## src/rtl/core/bgc_pkg.sv

```systemverilog
// Shared types and constants for the button gesture classifier.
`timescale 1ns / 1ps

package bgc_pkg;

  localparam int unsigned TimeW = 32;
  localparam int unsigned CfgW  = 16;
  localparam int unsigned CfgIdxW = 2;
  localparam int unsigned TogglesW = 2;

  localparam logic [CfgW-1:0] LongPressRst    = 16'd3000;
  localparam logic [CfgW-1:0] MinPressRst     = 16'd40;
  localparam logic [CfgW-1:0] DoubleWindowRst = 16'd350;

  typedef enum logic [CfgIdxW-1:0] {
    CFG_LONG_PRESS    = 2'd0,
    CFG_MIN_PRESS     = 2'd1,
    CFG_DOUBLE_WINDOW = 2'd2
  } cfg_idx_e;

  typedef struct packed {
    logic             button_down;
    logic [TimeW-1:0] now_ms;
    logic             alarm_overlay_active;
    logic             double_press_mode;
  } sample_t;

  typedef struct packed {
    logic                go_to_sleep;
    logic                stop_alarm;
    logic                toggle_fullscreen;
    logic [TogglesW-1:0] screen_toggles;
  } result_t;

endpackage

```

## src/rtl/core/bgc_if.sv

```systemverilog
// Sample and result channel interfaces of the button gesture classifier.
`timescale 1ns / 1ps

interface bgc_sample_if;
  logic        valid;
  logic        ready;
  logic        button_down;
  logic [31:0] now_ms;
  logic        alarm_overlay_active;
  logic        double_press_mode;

  modport source (
    output valid, button_down, now_ms, alarm_overlay_active, double_press_mode,
    input  ready
  );
  modport sink (
    input  valid, button_down, now_ms, alarm_overlay_active, double_press_mode,
    output ready
  );
endinterface

interface bgc_result_if;
  logic       valid;
  logic       ready;
  logic       go_to_sleep;
  logic       stop_alarm;
  logic       toggle_fullscreen;
  logic [1:0] screen_toggles;

  modport source (
    output valid, go_to_sleep, stop_alarm, toggle_fullscreen, screen_toggles,
    input  ready
  );
  modport sink (
    input  valid, go_to_sleep, stop_alarm, toggle_fullscreen, screen_toggles,
    output ready
  );
endinterface

```

## src/rtl/core/bgc_in_stage.sv

```systemverilog
// Input register: captures one sample beat.
`timescale 1ns / 1ps

module bgc_in_stage (
  input  logic              clk_i,
  input  logic              rst_ni,
  input  logic              in_valid_i,
  output logic              in_ready_o,
  input  bgc_pkg::sample_t  in_data_i,
  output logic              valid_o,      // valid towards the next stage
  input  logic              next_ready_i,
  output bgc_pkg::sample_t  data_o
);

  logic             valid_q, valid_d;
  bgc_pkg::sample_t data_q;
  logic             take;

  // Accept while empty or while the held beat moves on
  assign in_ready_o = !valid_q || next_ready_i;
  assign take       = in_valid_i && in_ready_o;

  always_comb begin
    valid_d = valid_q;
    if (take) begin
      valid_d = 1'b1;
    end else if (next_ready_i) begin
      valid_d = 1'b0;
    end
  end

  always_ff @(posedge clk_i or negedge rst_ni) begin
    if (!rst_ni) begin
      valid_q <= 1'b0;
    end else begin
      valid_q <= valid_d;
    end
  end

  always_ff @(posedge clk_i) begin
    if (take) begin
      data_q <= in_data_i;
    end
  end

  assign valid_o = valid_q;
  assign data_o  = data_q;

endmodule

```

## src/rtl/core/bgc_classify.sv

```systemverilog
// Gesture state, configuration registers and classification logic.
`timescale 1ns / 1ps

module bgc_classify (
  input  logic                                clk_i,
  input  logic                                rst_ni,
  input  logic                                cfg_we_i,
  input  logic [bgc_pkg::CfgIdxW-1:0]         cfg_idx_i,
  input  logic [bgc_pkg::CfgW-1:0]            cfg_wdata_i,
  input  logic                                advance_i,   // sample consumed this cycle
  input  bgc_pkg::sample_t                    sample_i,
  output bgc_pkg::result_t                    result_o
);

  logic [bgc_pkg::CfgW-1:0]  long_q, min_q, dwin_q;
  logic                      prev_q, prev_d;
  logic [bgc_pkg::TimeW-1:0] start_q, start_d;
  logic                      long_done_q, long_done_d;
  logic [bgc_pkg::TimeW-1:0] last_rel_q, last_rel_d;
  logic                      pend_q, pend_d;
  logic [bgc_pkg::TimeW-1:0] pend_at_q, pend_at_d;

  logic                      down, rise, fall, long_eff, sleep, short_ok;
  logic                      dpath, in_win, full, defer, imm, pend1, fire;
  logic [bgc_pkg::TimeW-1:0] held, since_rel, since_pend, now;

  always_ff @(posedge clk_i or negedge rst_ni) begin
    if (!rst_ni) begin
      long_q <= bgc_pkg::LongPressRst;
      min_q  <= bgc_pkg::MinPressRst;
      dwin_q <= bgc_pkg::DoubleWindowRst;
    end else if (cfg_we_i) begin
      case (cfg_idx_i)
        bgc_pkg::CFG_LONG_PRESS:    long_q <= cfg_wdata_i;
        bgc_pkg::CFG_MIN_PRESS:     min_q  <= cfg_wdata_i;
        bgc_pkg::CFG_DOUBLE_WINDOW: dwin_q <= cfg_wdata_i;
        default: ;  // unmapped index: drop the write
      endcase
    end
  end

  always_comb begin
    now   = sample_i.now_ms;
    down  = sample_i.button_down;
    rise  = down && !prev_q;
    fall  = !down && prev_q;

    // A new press restarts the hold timer
    start_d  = rise ? now : start_q;
    long_eff = rise ? 1'b0 : long_done_q;
    held     = now - start_d;

    sleep       = down && !long_eff && (held >= {16'd0, long_q});
    long_done_d = long_eff || sleep;

    short_ok = fall && !long_eff && (held >= {16'd0, min_q}) && (held < {16'd0, long_q});

    since_rel = now - last_rel_q;
    in_win    = since_rel < {16'd0, dwin_q};
    dpath     = short_ok && !sample_i.alarm_overlay_active && sample_i.double_press_mode;
    full      = dpath && in_win;
    defer     = dpath && !in_win;
    imm       = short_ok && !sample_i.alarm_overlay_active && !sample_i.double_press_mode;

    last_rel_d = full ? '0 : (defer ? now : last_rel_q);
    pend_at_d  = defer ? now : pend_at_q;
    pend1      = full ? 1'b0 : (defer ? 1'b1 : (pend_q && !sleep));

    since_pend = now - pend_at_d;
    fire       = pend1 && (since_pend >= {16'd0, dwin_q});
    pend_d     = pend1 && !fire;
    prev_d     = down;

    result_o.go_to_sleep       = sleep;
    result_o.stop_alarm        = short_ok && sample_i.alarm_overlay_active;
    result_o.toggle_fullscreen = full;
    result_o.screen_toggles    = {1'b0, imm} + {1'b0, fire};
  end

  always_ff @(posedge clk_i or negedge rst_ni) begin
    if (!rst_ni) begin
      prev_q      <= 1'b0;
      start_q     <= '0;
      long_done_q <= 1'b0;
      last_rel_q  <= '0;
      pend_q      <= 1'b0;
      pend_at_q   <= '0;
    end else if (advance_i) begin
      prev_q      <= prev_d;
      start_q     <= start_d;
      long_done_q <= long_done_d;
      last_rel_q  <= last_rel_d;
      pend_q      <= pend_d;
      pend_at_q   <= pend_at_d;
    end
  end

endmodule

```

## src/rtl/core/bgc_out_stage.sv

```systemverilog
// Result register: holds one result beat until the sink takes it.
`timescale 1ns / 1ps

module bgc_out_stage (
  input  logic               clk_i,
  input  logic               rst_ni,
  input  logic               up_valid_i,
  output logic               up_ready_o,
  input  bgc_pkg::result_t   data_i,
  output logic               out_valid_o,
  input  logic               out_ready_i,
  output bgc_pkg::result_t   data_o
);

  logic             valid_q, valid_d;
  bgc_pkg::result_t data_q;
  logic             load;

  assign up_ready_o = !valid_q || out_ready_i;
  assign load       = up_valid_i && up_ready_o;

  always_comb begin
    valid_d = valid_q;
    if (load) begin
      valid_d = 1'b1;
    end else if (out_ready_i) begin
      valid_d = 1'b0;
    end
  end

  always_ff @(posedge clk_i or negedge rst_ni) begin
    if (!rst_ni) begin
      valid_q <= 1'b0;
    end else begin
      valid_q <= valid_d;
    end
  end

  always_ff @(posedge clk_i) begin
    if (load) begin
      data_q <= data_i;
    end
  end

  assign out_valid_o = valid_q;
  assign data_o      = data_q;

endmodule

```

## src/rtl/core/button_gesture_classifier.sv

```systemverilog
// Button gesture classifier: short, long and double press detection.
// A sample sits in the input register, then its result in the result register.
// Throughput: one sample per cycle while results are taken; the classification
// is one pass of compare logic between the input register and the result register.
// Reset: asynchronous, active low; clears gesture state and loads default timings.
`timescale 1ns / 1ps

module button_gesture_classifier (
  input  logic                        clk_i,
  input  logic                        rst_ni,
  input  logic                        cfg_we_i,
  input  logic [bgc_pkg::CfgIdxW-1:0] cfg_idx_i,
  input  logic [bgc_pkg::CfgW-1:0]    cfg_wdata_i,
  bgc_sample_if.sink                  in_if,
  bgc_result_if.source                out_if
);

  bgc_pkg::sample_t   in_data, stage_data;
  bgc_pkg::result_t   res_d, res_q;
  logic               stage_valid;
  logic               out_up_ready;
  logic               in_ready;

  assign in_data.button_down          = in_if.button_down;
  assign in_data.now_ms               = in_if.now_ms;
  assign in_data.alarm_overlay_active = in_if.alarm_overlay_active;
  assign in_data.double_press_mode    = in_if.double_press_mode;
  assign in_if.ready                  = in_ready;

  bgc_in_stage u_in (
    .clk_i        (clk_i),
    .rst_ni       (rst_ni),
    .in_valid_i   (in_if.valid),
    .in_ready_o   (in_ready),
    .in_data_i    (in_data),
    .valid_o      (stage_valid),
    .next_ready_i (out_up_ready),
    .data_o       (stage_data)
  );

  bgc_classify u_cls (
    .clk_i       (clk_i),
    .rst_ni      (rst_ni),
    .cfg_we_i    (cfg_we_i),
    .cfg_idx_i   (cfg_idx_i),
    .cfg_wdata_i (cfg_wdata_i),
    .advance_i   (stage_valid && out_up_ready),
    .sample_i    (stage_data),
    .result_o    (res_d)
  );

  bgc_out_stage u_out (
    .clk_i       (clk_i),
    .rst_ni      (rst_ni),
    .up_valid_i  (stage_valid),
    .up_ready_o  (out_up_ready),
    .data_i      (res_d),
    .out_valid_o (out_if.valid),
    .out_ready_i (out_if.ready),
    .data_o      (res_q)
  );

  assign out_if.go_to_sleep       = res_q.go_to_sleep;
  assign out_if.stop_alarm        = res_q.stop_alarm;
  assign out_if.toggle_fullscreen = res_q.toggle_fullscreen;
  assign out_if.screen_toggles    = res_q.screen_toggles;

endmodule

```

## src/flat_wrapper.sv

```systemverilog
// flat-port wrapper written by rule: the top's interface ports become plain ports
module button_gesture_classifier_flat 
  (clk_i, rst_ni, cfg_we_i, cfg_idx_i, cfg_wdata_i, in_if_valid, in_if_button_down, in_if_now_ms, in_if_alarm_overlay_active, in_if_double_press_mode, in_if_ready, out_if_valid, out_if_go_to_sleep, out_if_stop_alarm, out_if_toggle_fullscreen, out_if_screen_toggles, out_if_ready);
  bgc_sample_if in_if_i ();
  bgc_result_if out_if_i ();
  input  logic clk_i;
  input  logic rst_ni;
  input  logic cfg_we_i;
  input  logic [bgc_pkg::CfgIdxW-1:0] cfg_idx_i;
  input  logic [bgc_pkg::CfgW-1:0] cfg_wdata_i;
  input wire logic [$bits(in_if_i.valid)-1:0] in_if_valid;
  input wire logic [$bits(in_if_i.button_down)-1:0] in_if_button_down;
  input wire logic [$bits(in_if_i.now_ms)-1:0] in_if_now_ms;
  input wire logic [$bits(in_if_i.alarm_overlay_active)-1:0] in_if_alarm_overlay_active;
  input wire logic [$bits(in_if_i.double_press_mode)-1:0] in_if_double_press_mode;
  output wire logic [$bits(in_if_i.ready)-1:0] in_if_ready;
  output wire logic [$bits(out_if_i.valid)-1:0] out_if_valid;
  output wire logic [$bits(out_if_i.go_to_sleep)-1:0] out_if_go_to_sleep;
  output wire logic [$bits(out_if_i.stop_alarm)-1:0] out_if_stop_alarm;
  output wire logic [$bits(out_if_i.toggle_fullscreen)-1:0] out_if_toggle_fullscreen;
  output wire logic [$bits(out_if_i.screen_toggles)-1:0] out_if_screen_toggles;
  input wire logic [$bits(out_if_i.ready)-1:0] out_if_ready;
  assign in_if_i.valid = in_if_valid;
  assign in_if_i.button_down = in_if_button_down;
  assign in_if_i.now_ms = in_if_now_ms;
  assign in_if_i.alarm_overlay_active = in_if_alarm_overlay_active;
  assign in_if_i.double_press_mode = in_if_double_press_mode;
  assign in_if_ready = in_if_i.ready;
  assign out_if_valid = out_if_i.valid;
  assign out_if_go_to_sleep = out_if_i.go_to_sleep;
  assign out_if_stop_alarm = out_if_i.stop_alarm;
  assign out_if_toggle_fullscreen = out_if_i.toggle_fullscreen;
  assign out_if_screen_toggles = out_if_i.screen_toggles;
  assign out_if_i.ready = out_if_ready;
  button_gesture_classifier u_core (.clk_i(clk_i), .rst_ni(rst_ni), .cfg_we_i(cfg_we_i), .cfg_idx_i(cfg_idx_i), .cfg_wdata_i(cfg_wdata_i), .in_if(in_if_i), .out_if(out_if_i));
endmodule
```

## config.mk

```make
export PLATFORM = sky130hd
export DESIGN_NAME = button_gesture_classifier_flat
export DESIGN_NICKNAME = d
export VERILOG_FILES = /design/src/rtl/core/bgc_pkg.sv /design/src/rtl/core/bgc_if.sv /design/src/rtl/core/bgc_in_stage.sv /design/src/rtl/core/bgc_classify.sv /design/src/rtl/core/bgc_out_stage.sv /design/src/rtl/core/button_gesture_classifier.sv /design/src/flat_wrapper.sv
export SDC_FILE = /design/constraint.sdc
export NUM_CORES = 1
export LEC_CHECK = 0
export ABC_AREA = 1
export BUFFER_PORTS_ARGS = -buffer_cell sky130_fd_sc_hd__buf_2
export CAP_MARGIN = 20
export CORE_MARGIN = 4
export CORE_UTILIZATION = 35
export CTS_BUF_LIST = sky130_fd_sc_hd__clkbuf_2
export CTS_CLUSTER_DIAMETER = 40
export CTS_CLUSTER_SIZE = 25
export DETAILED_ROUTE_END_ITERATION = 8
export REMOVE_ABC_BUFFERS = 1
export SLEW_MARGIN = 30
export SYNTH_ARGS = -nofsm -noshare
export SYNTH_HDL_FRONTEND = slang
export SYNTH_SLANG_ARGS = --single-unit
```

## constraint.sdc

```tcl
create_clock -name clk_i -period 18.5 [get_ports clk_i]
set_input_delay 1.85 -clock clk_i [delete_from_list [all_inputs] [get_ports clk_i]]
set_output_delay 1.85 -clock clk_i [all_outputs]
set_load 0.02 [all_outputs]
```

==> results of run 1 <==
==> cell type report <==
type                            count  area [µm²]  share of cell area, %
Sequential cell                   189        4950                   29.3
Antenna cell                        2        5.00                 0.0297
Tap cell                          592         741                   4.39
Clock inverter                     15         150                  0.890
Timing Repair Buffer               71         399                   2.37
Inverter                          357        1340                   7.96
Clock buffer                       17        85.1                  0.504
Multi-Input combinational cell   1718        9200                   54.5
==> per-layer routing <==
| layer | global-route usage [%] | vias to the layer above |
|---|---|---|
| met1 | 27.5 | 6952 |
| met4 | 7.45 | 0 |
| met2 | 36.2 | 281 |
| met5 | 0 | - |
| li1 | - | 7573 |
| met3 | 2.90 | 74 |
==> worst max-delay path: cells and delay by family, from the launching register on <==
kind / cells / cell delay (ps)
and+or+nand+nor: 24 / 2440
AOI/OAI and AO/OA: 13 / 2380
adders and majority gates: 7 / 2120
buffers and inverters: 4 / 900
DFF: 1 / 460
xor gates and xnor gates: 2 / 330
==> cell usage after synthesis, drive strengths merged (3+ instances only) <==
| master | instances |
|---|---|
| o21ai | 195 |
| o221a | 3 |
| edfxtp | 40 |
| a21oi | 141 |
| a31oi | 5 |
| nand3 | 135 |
| o21a | 5 |
| ha | 144 |
| o21bai | 9 |
| clkbuf | 33 |
| nor4 | 4 |
| dfstp | 15 |
| inv | 356 |
| a211oi | 5 |
| o211ai | 3 |
| nand4 | 39 |
| buf | 9 |
| nor3 | 29 |
| nor2 | 195 |
| dfrtp | 134 |
| nand2 | 720 |
| xnor2 | 9 |
| nand3b | 11 |
| a21o | 11 |
| xor2 | 43 |
==> cell families after synthesis <==
family                   synth area share (%)
XOR/XNOR                                 2.95
AND/OR/NAND/NOR                          30.7
adder cells (fa/ha/maj)                  11.8
buffers and inverters                    9.83
AO/OA/AOI/OAI                            13.2
flip-flops                               31.6
==> worst max path at each step <==
stage / to / slack (ps)
final: u_core.u_out.data_o[0] / 9640
after global routing: u_core.u_out.data_o[0] / 8830
after CTS: u_core.u_out.data_o[0] / 9670
after detailed placement: u_core.u_out.data_o[0] / 9770
after global placement: u_core.u_out.data_o[0] / 9850
after floorplan: u_core.u_out.data_o[0] / 10230
==> sequential cells by signal (all words and copies together) (netlist names) <==
name                      flops
u_core.u_cls.pend_at_q       32
u_core.u_in.data_o           35
u_core.u_cls.long_q          16
u_core.u_cls.prev_q           1
u_core.u_cls.last_rel_q      32
u_core.u_cls.pend_q           1
u_core.u_in.valid_o           1
u_core.u_out.data_o           5
u_core.u_cls.long_done_q      1
u_core.u_out.out_valid_o      1
u_core.u_cls.start_q         32
u_core.u_cls.min_q           16
u_core.u_cls.dwin_q          16
==> report_power, final <==
part           internal, W  leakage [nW]  total, W  switching, W
Clock            0.0000446         0.147  0.000220      0.000176
Combinational     0.000298          6.55  0.000852      0.000554
Sequential        0.000490          2.12  0.000534     0.0000432
Total             0.000833          8.82   0.00161      0.000773
==> metrics by stage <==
| step | util [%] | cell area [µm²] | worst slack (ps) |
|---|---|---|---|
| 2_1_floorplan | - | 15500 | 10230 |
| 3_3_place_gp | 37.5 | 16600 | 9850 |
| 3_5_place_dp | 37.6 | 16600 | 9770 |
| 4_1_cts | 38.1 | 16900 | 9670 |
| 5_1_grt | 38.1 | 16900 | 8830 |
| 6_report | 38.1 | 16900 | 9640 |
==> results.sh, run 1 <==
export IMPL_rr_worst_depth=50
export IMPL_clk_latency_ps=1080
export IMPL_io_pins=65
export IMPL_wl_met1_mm=22.7
export IMPL_pwr_density_cell_nw_per_um2=95.2
export IMPL_clk_pin_slew_worst_paths_ps=290
export IMPL_die_x_um=220
export IMPL_final_nets=2558
export IMPL_avgSynthCellArea_um2=6.80
export IMPL_clock_sinks=189
export IMPL_dr_wl_met3_mm=1.95
export IMPL_final_common_cell="nand2_1"
export IMPL_worstPathMaxFanout=56
export IMPL_status="complete, no violations"
export IMPL_rrSetupSlack_ps=9640
export IMPL_synth_ff_type="dfrtp_1"
export IMPL_timing_final_hold_violations=0
export IMPL_relSlewSlack_pct=43.7
export IMPL_finClkSkew_ps=58.5
export IMPL_crit_path_start="u_core.u_in.data_o[2]"
export IMPL_synth_warning_count=0
export IMPL_slew_viol_final=0
export IMPL_cts_max_path_buffers=2
export IMPL_yosysSeqAreaShare_pct=31.6
export IMPL_wl_mm=50.1
export IMPL_startpoint_type="flop"
export IMPL_finalSetupViolations=0
export IMPL_hp_class="reg -> reg"
export IMPL_root_buffer="clkbuf_2"
export IMPL_dp_hpwl_mm=41.4
export IMPL_place_gp_congestion=0.993
export IMPL_max_freq_mhz=113
export IMPL_max_stage_delay_ps=510
export IMPL_dr_first_iter_drc_count=1016
export IMPL_dieArea_um2=48200
export IMPL_fin_cells=2961
export IMPL_synth_edff_count=40
export IMPL_finalCritPeriodShare_pct=47.9
export IMPL_drc=0
export IMPL_num_rows=77
export IMPL_dp_cells=2927
export IMPL_peakVddDrop_v=0.0000365
export IMPL_numPortBuffers=64
export IMPL_synth_distinct_cells=50
export IMPL_fill_cells=4801
export IMPL_grt_first_pass_wirelength_mm=78.7
export IMPL_dr_max_layer_used="met4"
export IMPL_avgViaCountPerCell=5.03
export IMPL_r2r_end="u_core.u_out.data_o[0]"
export IMPL_cts_setup_buffers=0
export IMPL_crit_path_end_kind="flop"
export IMPL_setup_tns_final_ps=0
export IMPL_grt_pass1_vias=14600
export IMPL_rsz0062_at_grt="no"
export IMPL_arrival_ps=9710
export IMPL_holdCritStartpoint="u_core.u_cls.pend_at_q[14]"
export IMPL_wl_per_cell_um=16.9
export IMPL_grt_overflow_total=0
export IMPL_syn_instance_count=2306
export IMPL_ant_nets=0
export IMPL_final_layout_size_suffix_gt1_share_pct=8.24
export IMPL_whs_endpoint="u_core.u_cls.pend_at_q[14]"
export IMPL_maxCapViolCount=0
export IMPL_path_class="reg -> reg"
export IMPL_track_usage_pct=21.2
export IMPL_cts_hold_buffers=0
export IMPL_cp_required_ps=19350
export IMPL_cts_resized=0
export IMPL_syn_area_um2=15700
export IMPL_wl_met2_mm=23.9
export IMPL_cts_made_buffers=17
export IMPL_layout_common_cells="nand2_1, inv_1, o21ai_0"
export IMPL_hold_slack_ps=514
export IMPL_cpMaxStageDelayCell="buf_4"
export IMPL_synth_seq_cells=189
export IMPL_min_period_ps=8860
export IMPL_synth_top_area_share_pct=21.4
export IMPL_dieHeight_um=220
export IMPL_coreArea_um2=44200
export IMPL_cts_tree="yes"
export IMPL_grt_antenna_before_repair=1
export IMPL_dr_pass1_iters=5
export IMPL_power_leakage_nw=8.82
export IMPL_cts_htree_levels=4
export IMPL_num_vias=14900
export IMPL_synthTopCellsByArea="dfrtp_1, nand2_1, ha_1"
export IMPL_crit_top_cell="nand2_1"
export IMPL_synthArstFlopShare_pct=78.8
export IMPL_areaGrowthSynthToFinish_pct=7.64
export IMPL_hold_path_depth=2
export IMPL_yosys_area_top_type="dfrtp_1"
export IMPL_power_w=0.00161
export IMPL_max_slew_worst_pin_slew_ps=844
export IMPL_start_util_pct=35.4
export IMPL_rr_startpoint="u_core.u_in.data_o[2]"
export IMPL_grt_start_max_net_pins=86
Note: power is estimated with default switching activity, not from simulation.
==> run 2: changes to the inputs <==
- clock period: 18.5 -> 9.14 ns (I/O delays scaled with it)
==> run 2 against run 1 <==
Effect of this change: sequential power grew 100%; core utilization grew 1.4 points; cell count grew 1.9%; maximum frequency grew 7.0%; critical path depth is the same.
==> results.sh, run 2 (synthesis gave the netlist of run 1 again) <==
export IMPL_r2r_end="u_core.u_out.data_o[0]"
export IMPL_maxCapViolCount=0
export IMPL_cts_max_path_buffers=2
export IMPL_start_util_pct=35.4
export IMPL_final_common_cell="nand2_1"
export IMPL_hold_path_depth=3
export IMPL_arrival_ps=9120
export IMPL_track_usage_pct=21.3
export IMPL_min_period_ps=8280
export IMPL_cts_tree="yes"
export IMPL_path_class="reg -> reg"
export IMPL_rrSetupSlack_ps=860
export IMPL_max_stage_delay_ps=470
export IMPL_final_layout_size_suffix_gt1_share_pct=8.66
export IMPL_hp_class="in -> reg"
export IMPL_fin_cells=3018
export IMPL_wl_mm=50.6
export IMPL_crit_top_cell="nand2_1"
export IMPL_place_gp_congestion=0.960
export IMPL_peakVddDrop_v=0.0000835
export IMPL_coreArea_um2=44200
export IMPL_drc=0
export IMPL_largest_register_ffs=35
export IMPL_finClkSkew_ps=51.3
export IMPL_worstPathMaxFanout=15
export IMPL_cts_made_buffers=17
export IMPL_crit_path_end_kind="flop"
export IMPL_dp_hpwl_mm=41.3
export IMPL_fill_cells=4687
export IMPL_pwr_density_cell_nw_per_um2=192
export IMPL_slew_viol_final=0
export IMPL_rsz0062_at_grt="no"
export IMPL_holdCritStartpoint="cfg_wdata_i[7]"
export IMPL_dr_first_iter_drc_count=994
export IMPL_status="complete, no violations"
export IMPL_ant_nets=0
export IMPL_wl_per_cell_um=16.8
export IMPL_startpoint_type="flop"
export IMPL_numPortBuffers=64
export IMPL_cpMaxStageDelayCell="fa_1"
export IMPL_finalCoreUtilization_pct=39.6
export IMPL_io_pins=65
export IMPL_num_vias=15100
export IMPL_cp_required_ps=9980
export IMPL_avgViaCountPerCell=5.00
export IMPL_root_buffer="clkbuf_2"
export IMPL_layout_common_cells="nand2_1, inv_1, o21ai_0"
export IMPL_areaGrowthSynthToFinish_pct=11.7
export IMPL_power_w=0.00335
export IMPL_timing_final_hold_violations=0
export IMPL_hold_slack_ps=166
export IMPL_final_nets=2616
export IMPL_dieArea_um2=48200
export IMPL_grt_start_max_net_pins=88
export IMPL_dieHeight_um=220
export IMPL_dp_cells=2939
export IMPL_die_x_um=220
export IMPL_relSlewSlack_pct=42.0
export IMPL_clk_latency_ps=1050
export IMPL_grt_first_pass_wirelength_mm=79.3
export IMPL_grt_pass1_vias=14800
export IMPL_finalSetupViolations=0
export IMPL_setup_tns_final_ps=0
export IMPL_cts_htree_levels=4
export IMPL_rr_startpoint="u_core.u_in.data_o[2]"
export IMPL_max_freq_mhz=121
export IMPL_grt_overflow_total=0
export IMPL_clk_pin_slew_worst_paths_ps=300
export IMPL_whs_endpoint="u_core.u_cls.long_q[7]"
export IMPL_rr_worst_depth=50
export IMPL_finalCritPeriodShare_pct=90.6
export IMPL_max_slew_worst_pin_slew_ps=870
export IMPL_dr_pass1_iters=5
export IMPL_clock_sinks=189
export IMPL_power_leakage_nw=9.10
export IMPL_grt_antenna_before_repair=1
export IMPL_num_rows=77
-- run 2: stage by stage --
stage	setup slack (ps)	cell area (µm²)
global route	58.1	17500
CTS	544	17500
global placement	778	16700
finish	861	17500
detailed placement	581	16700
floorplan	866	15500
-- run 2: final cells by class --
class,instances,area [µm²],area share (%)
Clock buffer,17,85.1,0.486
Antenna cell,1,2.50,0.0143
Tap cell,592,741,4.23
Clock inverter,15,219,1.25
Inverter,357,1340,7.67
Multi-Input combinational cell,1718,9210,52.7
Sequential cell,189,4950,28.3
Timing Repair Buffer,129,947,5.41
-- run 2: timing repair --
action                                  in CTS  in global routing
endpoints found under the hold margin      120                  0
endpoints found under the setup margin       0                  2
resized for setup                            0                  3
hold buffers                                45                  0
setup buffers                                0                  1
-- run 2: critical path, delay by kind of cell (launching register included) --
| kind | cells | cell delay [ps] |
|---|---|---|
| DFF | 1 | 450 |
| xor gates and xnor gates | 2 | 340 |
| and+or+nand+nor | 24 | 2190 |
| buffers and inverters | 5 | 850 |
| adders and majority gates | 6 | 2010 |
| AOI/OAI and AO/OA | 13 | 2240 |
-- run 2: report_power, final --
group / leakage [nW] / switching [W] / internal, W
Clock: 0.173 / 0.000366 / 0.000149
Combinational: 6.81 / 0.00114 / 0.000625
Sequential: 2.12 / 0.0000795 / 0.000993
-- run 2: routing by layer --
metal / wire [µm] / track usage [%] / up-vias
li1: - / - / 7685
met1: 23000 / 27.2 / 7035
met2: 23800 / 36.1 / 276
met3: 1800 / 3.21 / 89
met4: 2060 / 9.11 / 0
met5: 0 / 0 / -
-- run 2: worst max path at each step --
stage	cells after the start	from	slack, ps	end
floorplan	50	u_core.u_in.data_o[34]	870	u_core.u_out.data_o[0]
finish	50	u_core.u_in.data_o[2]	860	u_core.u_out.data_o[0]
CTS	49	u_core.u_in.data_o[2]	540	u_core.u_out.data_o[0]
global placement	49	u_core.u_in.data_o[2]	780	u_core.u_out.data_o[0]
detailed placement	49	u_core.u_in.data_o[2]	580	u_core.u_out.data_o[0]
global route	49	u_core.u_cls.prev_q	60	u_core.u_out.data_o[0]
==> run 3: changes to the inputs <==
- REMOVE_ABC_BUFFERS: 1 -> default
==> run 3 against run 2 <==
Effect of this change: clock power decreased by 11%; total power decreased by 2.4%; register-to-register slack got worse by 140 ps; core utilization decreased by 1.1 points; critical path depth unchanged; setup slack got worse by 140 ps; largest power group unchanged; critical endpoint unchanged; critical path type unchanged; clock-buffer cell count increased by 1; final area decreased by 2.9%; sequential cell count unchanged.
==> results.sh, run 3 (synthesis gave the netlist of run 1 again) <==
export IMPL_status="complete, no violations"
export IMPL_slew_viol_final=0
export IMPL_dp_hpwl_mm=41.6
export IMPL_final_nets=2568
export IMPL_cts_max_path_buffers=2
export IMPL_track_usage_pct=20.8
export IMPL_max_stage_delay_ps=500
export IMPL_wl_mm=49.8
export IMPL_dieHeight_um=220
export IMPL_rr_worst_depth=50
export IMPL_pwr_density_cell_nw_per_um2=192
export IMPL_grt_start_max_net_pins=80
export IMPL_power_leakage_nw=8.89
export IMPL_post_dp_cell_area_um2=16700
export IMPL_crit_path_end_kind="flop"
export IMPL_clk_latency_ps=910
export IMPL_relSlewSlack_pct=36.7
export IMPL_crit_top_cell="nand2_1"
export IMPL_post_place_ws_ps=167
export IMPL_timing_final_hold_violations=0
export IMPL_crit_path_start="u_core.u_in.data_o[2]"
export IMPL_numPortBuffers=64
export IMPL_arrival_ps=9100
export IMPL_cts_made_buffers=17
export IMPL_final_common_cell="nand2_1"
export IMPL_rr_startpoint="u_core.u_in.data_o[2]"
export IMPL_crit_buf_inv=4
export IMPL_grt_antenna_before_repair=2
export IMPL_start_util_pct=35.4
export IMPL_min_period_ps=8410
export IMPL_path_class="reg -> reg"
export IMPL_finalSetupViolations=0
export IMPL_dr_pass1_iters=8
export IMPL_max_slew_worst_pin_slew_ps=950
export IMPL_syn_nets=2510
export IMPL_finalCritPeriodShare_pct=92.1
export IMPL_cp_required_ps=9820
export IMPL_max_freq_mhz=119
export IMPL_endpoint="u_core.u_out.data_o[0]"
export IMPL_largest_register_ffs=35
export IMPL_dieArea_um2=48200
export IMPL_dr_first_iter_drc_count=1060
export IMPL_setup_tns_final_ps=0
export IMPL_grt_first_pass_wirelength_mm=78.4
export IMPL_rsz0062_at_grt="no"
export IMPL_path_delay_family="compound AO/OA/AOI/OAI gates"
export IMPL_cts_tree="yes"
export IMPL_cts_htree_levels=4
export IMPL_layout_setup_ws_ps=725
export IMPL_finClkSkew_ps=55.9
export IMPL_ant_nets=0
export IMPL_rrSetupSlack_ps=730
export IMPL_clock_sinks=189
export IMPL_startpoint_type="flop"
export IMPL_layout_common_cells="nand2_1, inv_1, o21ai_0"
export IMPL_worstPathMaxFanout=13
export IMPL_hp_class="in -> reg"
export IMPL_cp_depth=50
export IMPL_cpMaxStageDelayCell="edfxtp_1"
export IMPL_p_seq_share_pct=32.8
export IMPL_areaGrowthSynthToFinish_pct=8.44
export IMPL_avgViaCountPerCell=5.05
export IMPL_share_comb_of_total_power_pct=53.2
export IMPL_fin_area_um2=17000
export IMPL_io_pins=65
export IMPL_num_rows=77
export IMPL_netSwitchingFraction_pct=46.9
export IMPL_coreArea_um2=44200
export IMPL_maxCapViolCount=0
export IMPL_p_sw_w=0.00153
export IMPL_root_buffer="clkbuf_2"
export IMPL_place_gp_congestion=0.971
export IMPL_grt_overflow_total=0
export IMPL_peakVddDrop_v=0.0000793
export IMPL_drc=0
export IMPL_num_vias=15000
export IMPL_grt_pass1_vias=14700
export IMPL_clkPwrFrac_pct=14.0
export IMPL_clk_pin_slew_worst_paths_ps=310
export IMPL_die_x_um=220
export IMPL_r2r_end="u_core.u_out.data_o[0]"
export IMPL_holdCritStartpoint="in_if_now_ms[3]"
export IMPL_wl_per_cell_um=16.7
export IMPL_internal_power_w=0.00174
export IMPL_final_layout_size_suffix_gt1_share_pct=8.75
## run 3: changes by cell type in the layout (fill, tap and decap cells not counted), sizes merged
cell / change
buf: -4
clkbuf: +1
clkinvlp: +1
dlygate4sd3: -44
diode: +2
inv: +1
clkinv: -3
## run 3: what timing repair did
action,in CTS,in global routing
gates resized for setup,0,8
buffers inserted,0,2
hold endpoints to repair,44,0
hold buffers,1,0
endpoints found under the setup margin,0,3
## run 3: layout make-up
| class | count | area (µm²) |
|---|---|---|
| Antenna cell | 3 | 7.51 |
| Clock buffer | 18 | 90.1 |
| Clock inverter | 14 | 160 |
| Timing Repair Buffer | 81 | 484 |
| Tap cell | 592 | 741 |
| Sequential cell | 189 | 4950 |
| Multi-Input combinational cell | 1718 | 9220 |
| Inverter | 357 | 1340 |
| Fill cell | 4785 | 27200 |
## run 3: power groups by stage
stage                     logic (W)  registers (W)  clock network, W
after detailed placement    0.00173        0.00109                 0
after CTS                   0.00174        0.00107          0.000477
after floorplan             0.00128        0.00107                 0
final                       0.00174        0.00107          0.000459
after global routing        0.00200        0.00109          0.000509
after global placement      0.00170        0.00108                 0
## run 3: per-stage QoR
step                total power (W)  utilization [%]  instances  hold slack [ps]
floorplan                   0.00235                -       2306              442
global placement            0.00278             37.6       2933              455
detailed placement          0.00282             37.7       2934              458
CTS                         0.00329             38.3       2967             51.1
global route                0.00360             38.4       2972             49.9
finish                      0.00327             38.4       2972              144
## run 3: how the worst min path moves through the flow
stage	end	slack (ps)	depth (start not counted)
global placement	u_core.u_cls.pend_at_q[12]	450	2
floorplan	u_core.u_cls.pend_at_q[0]	440	2
detailed placement	u_core.u_cls.pend_at_q[17]	460	2
CTS	u_core.u_in.data_o[5]	50	1
global route	u_core.u_in.data_o[5]	50	1
finish	u_core.u_in.data_o[5]	140	1
## run 3: routing by layer
layer  part of all wire (%)  global-route usage (%)  vias to the layer above
li1                       -                       -                     7573
met1                     45                    26.8                     7033
met2                     48                    35.7                      312
met3                    3.5                    2.55                       95
met4                    3.7                    8.33                        0
met5                      0                       0                        -
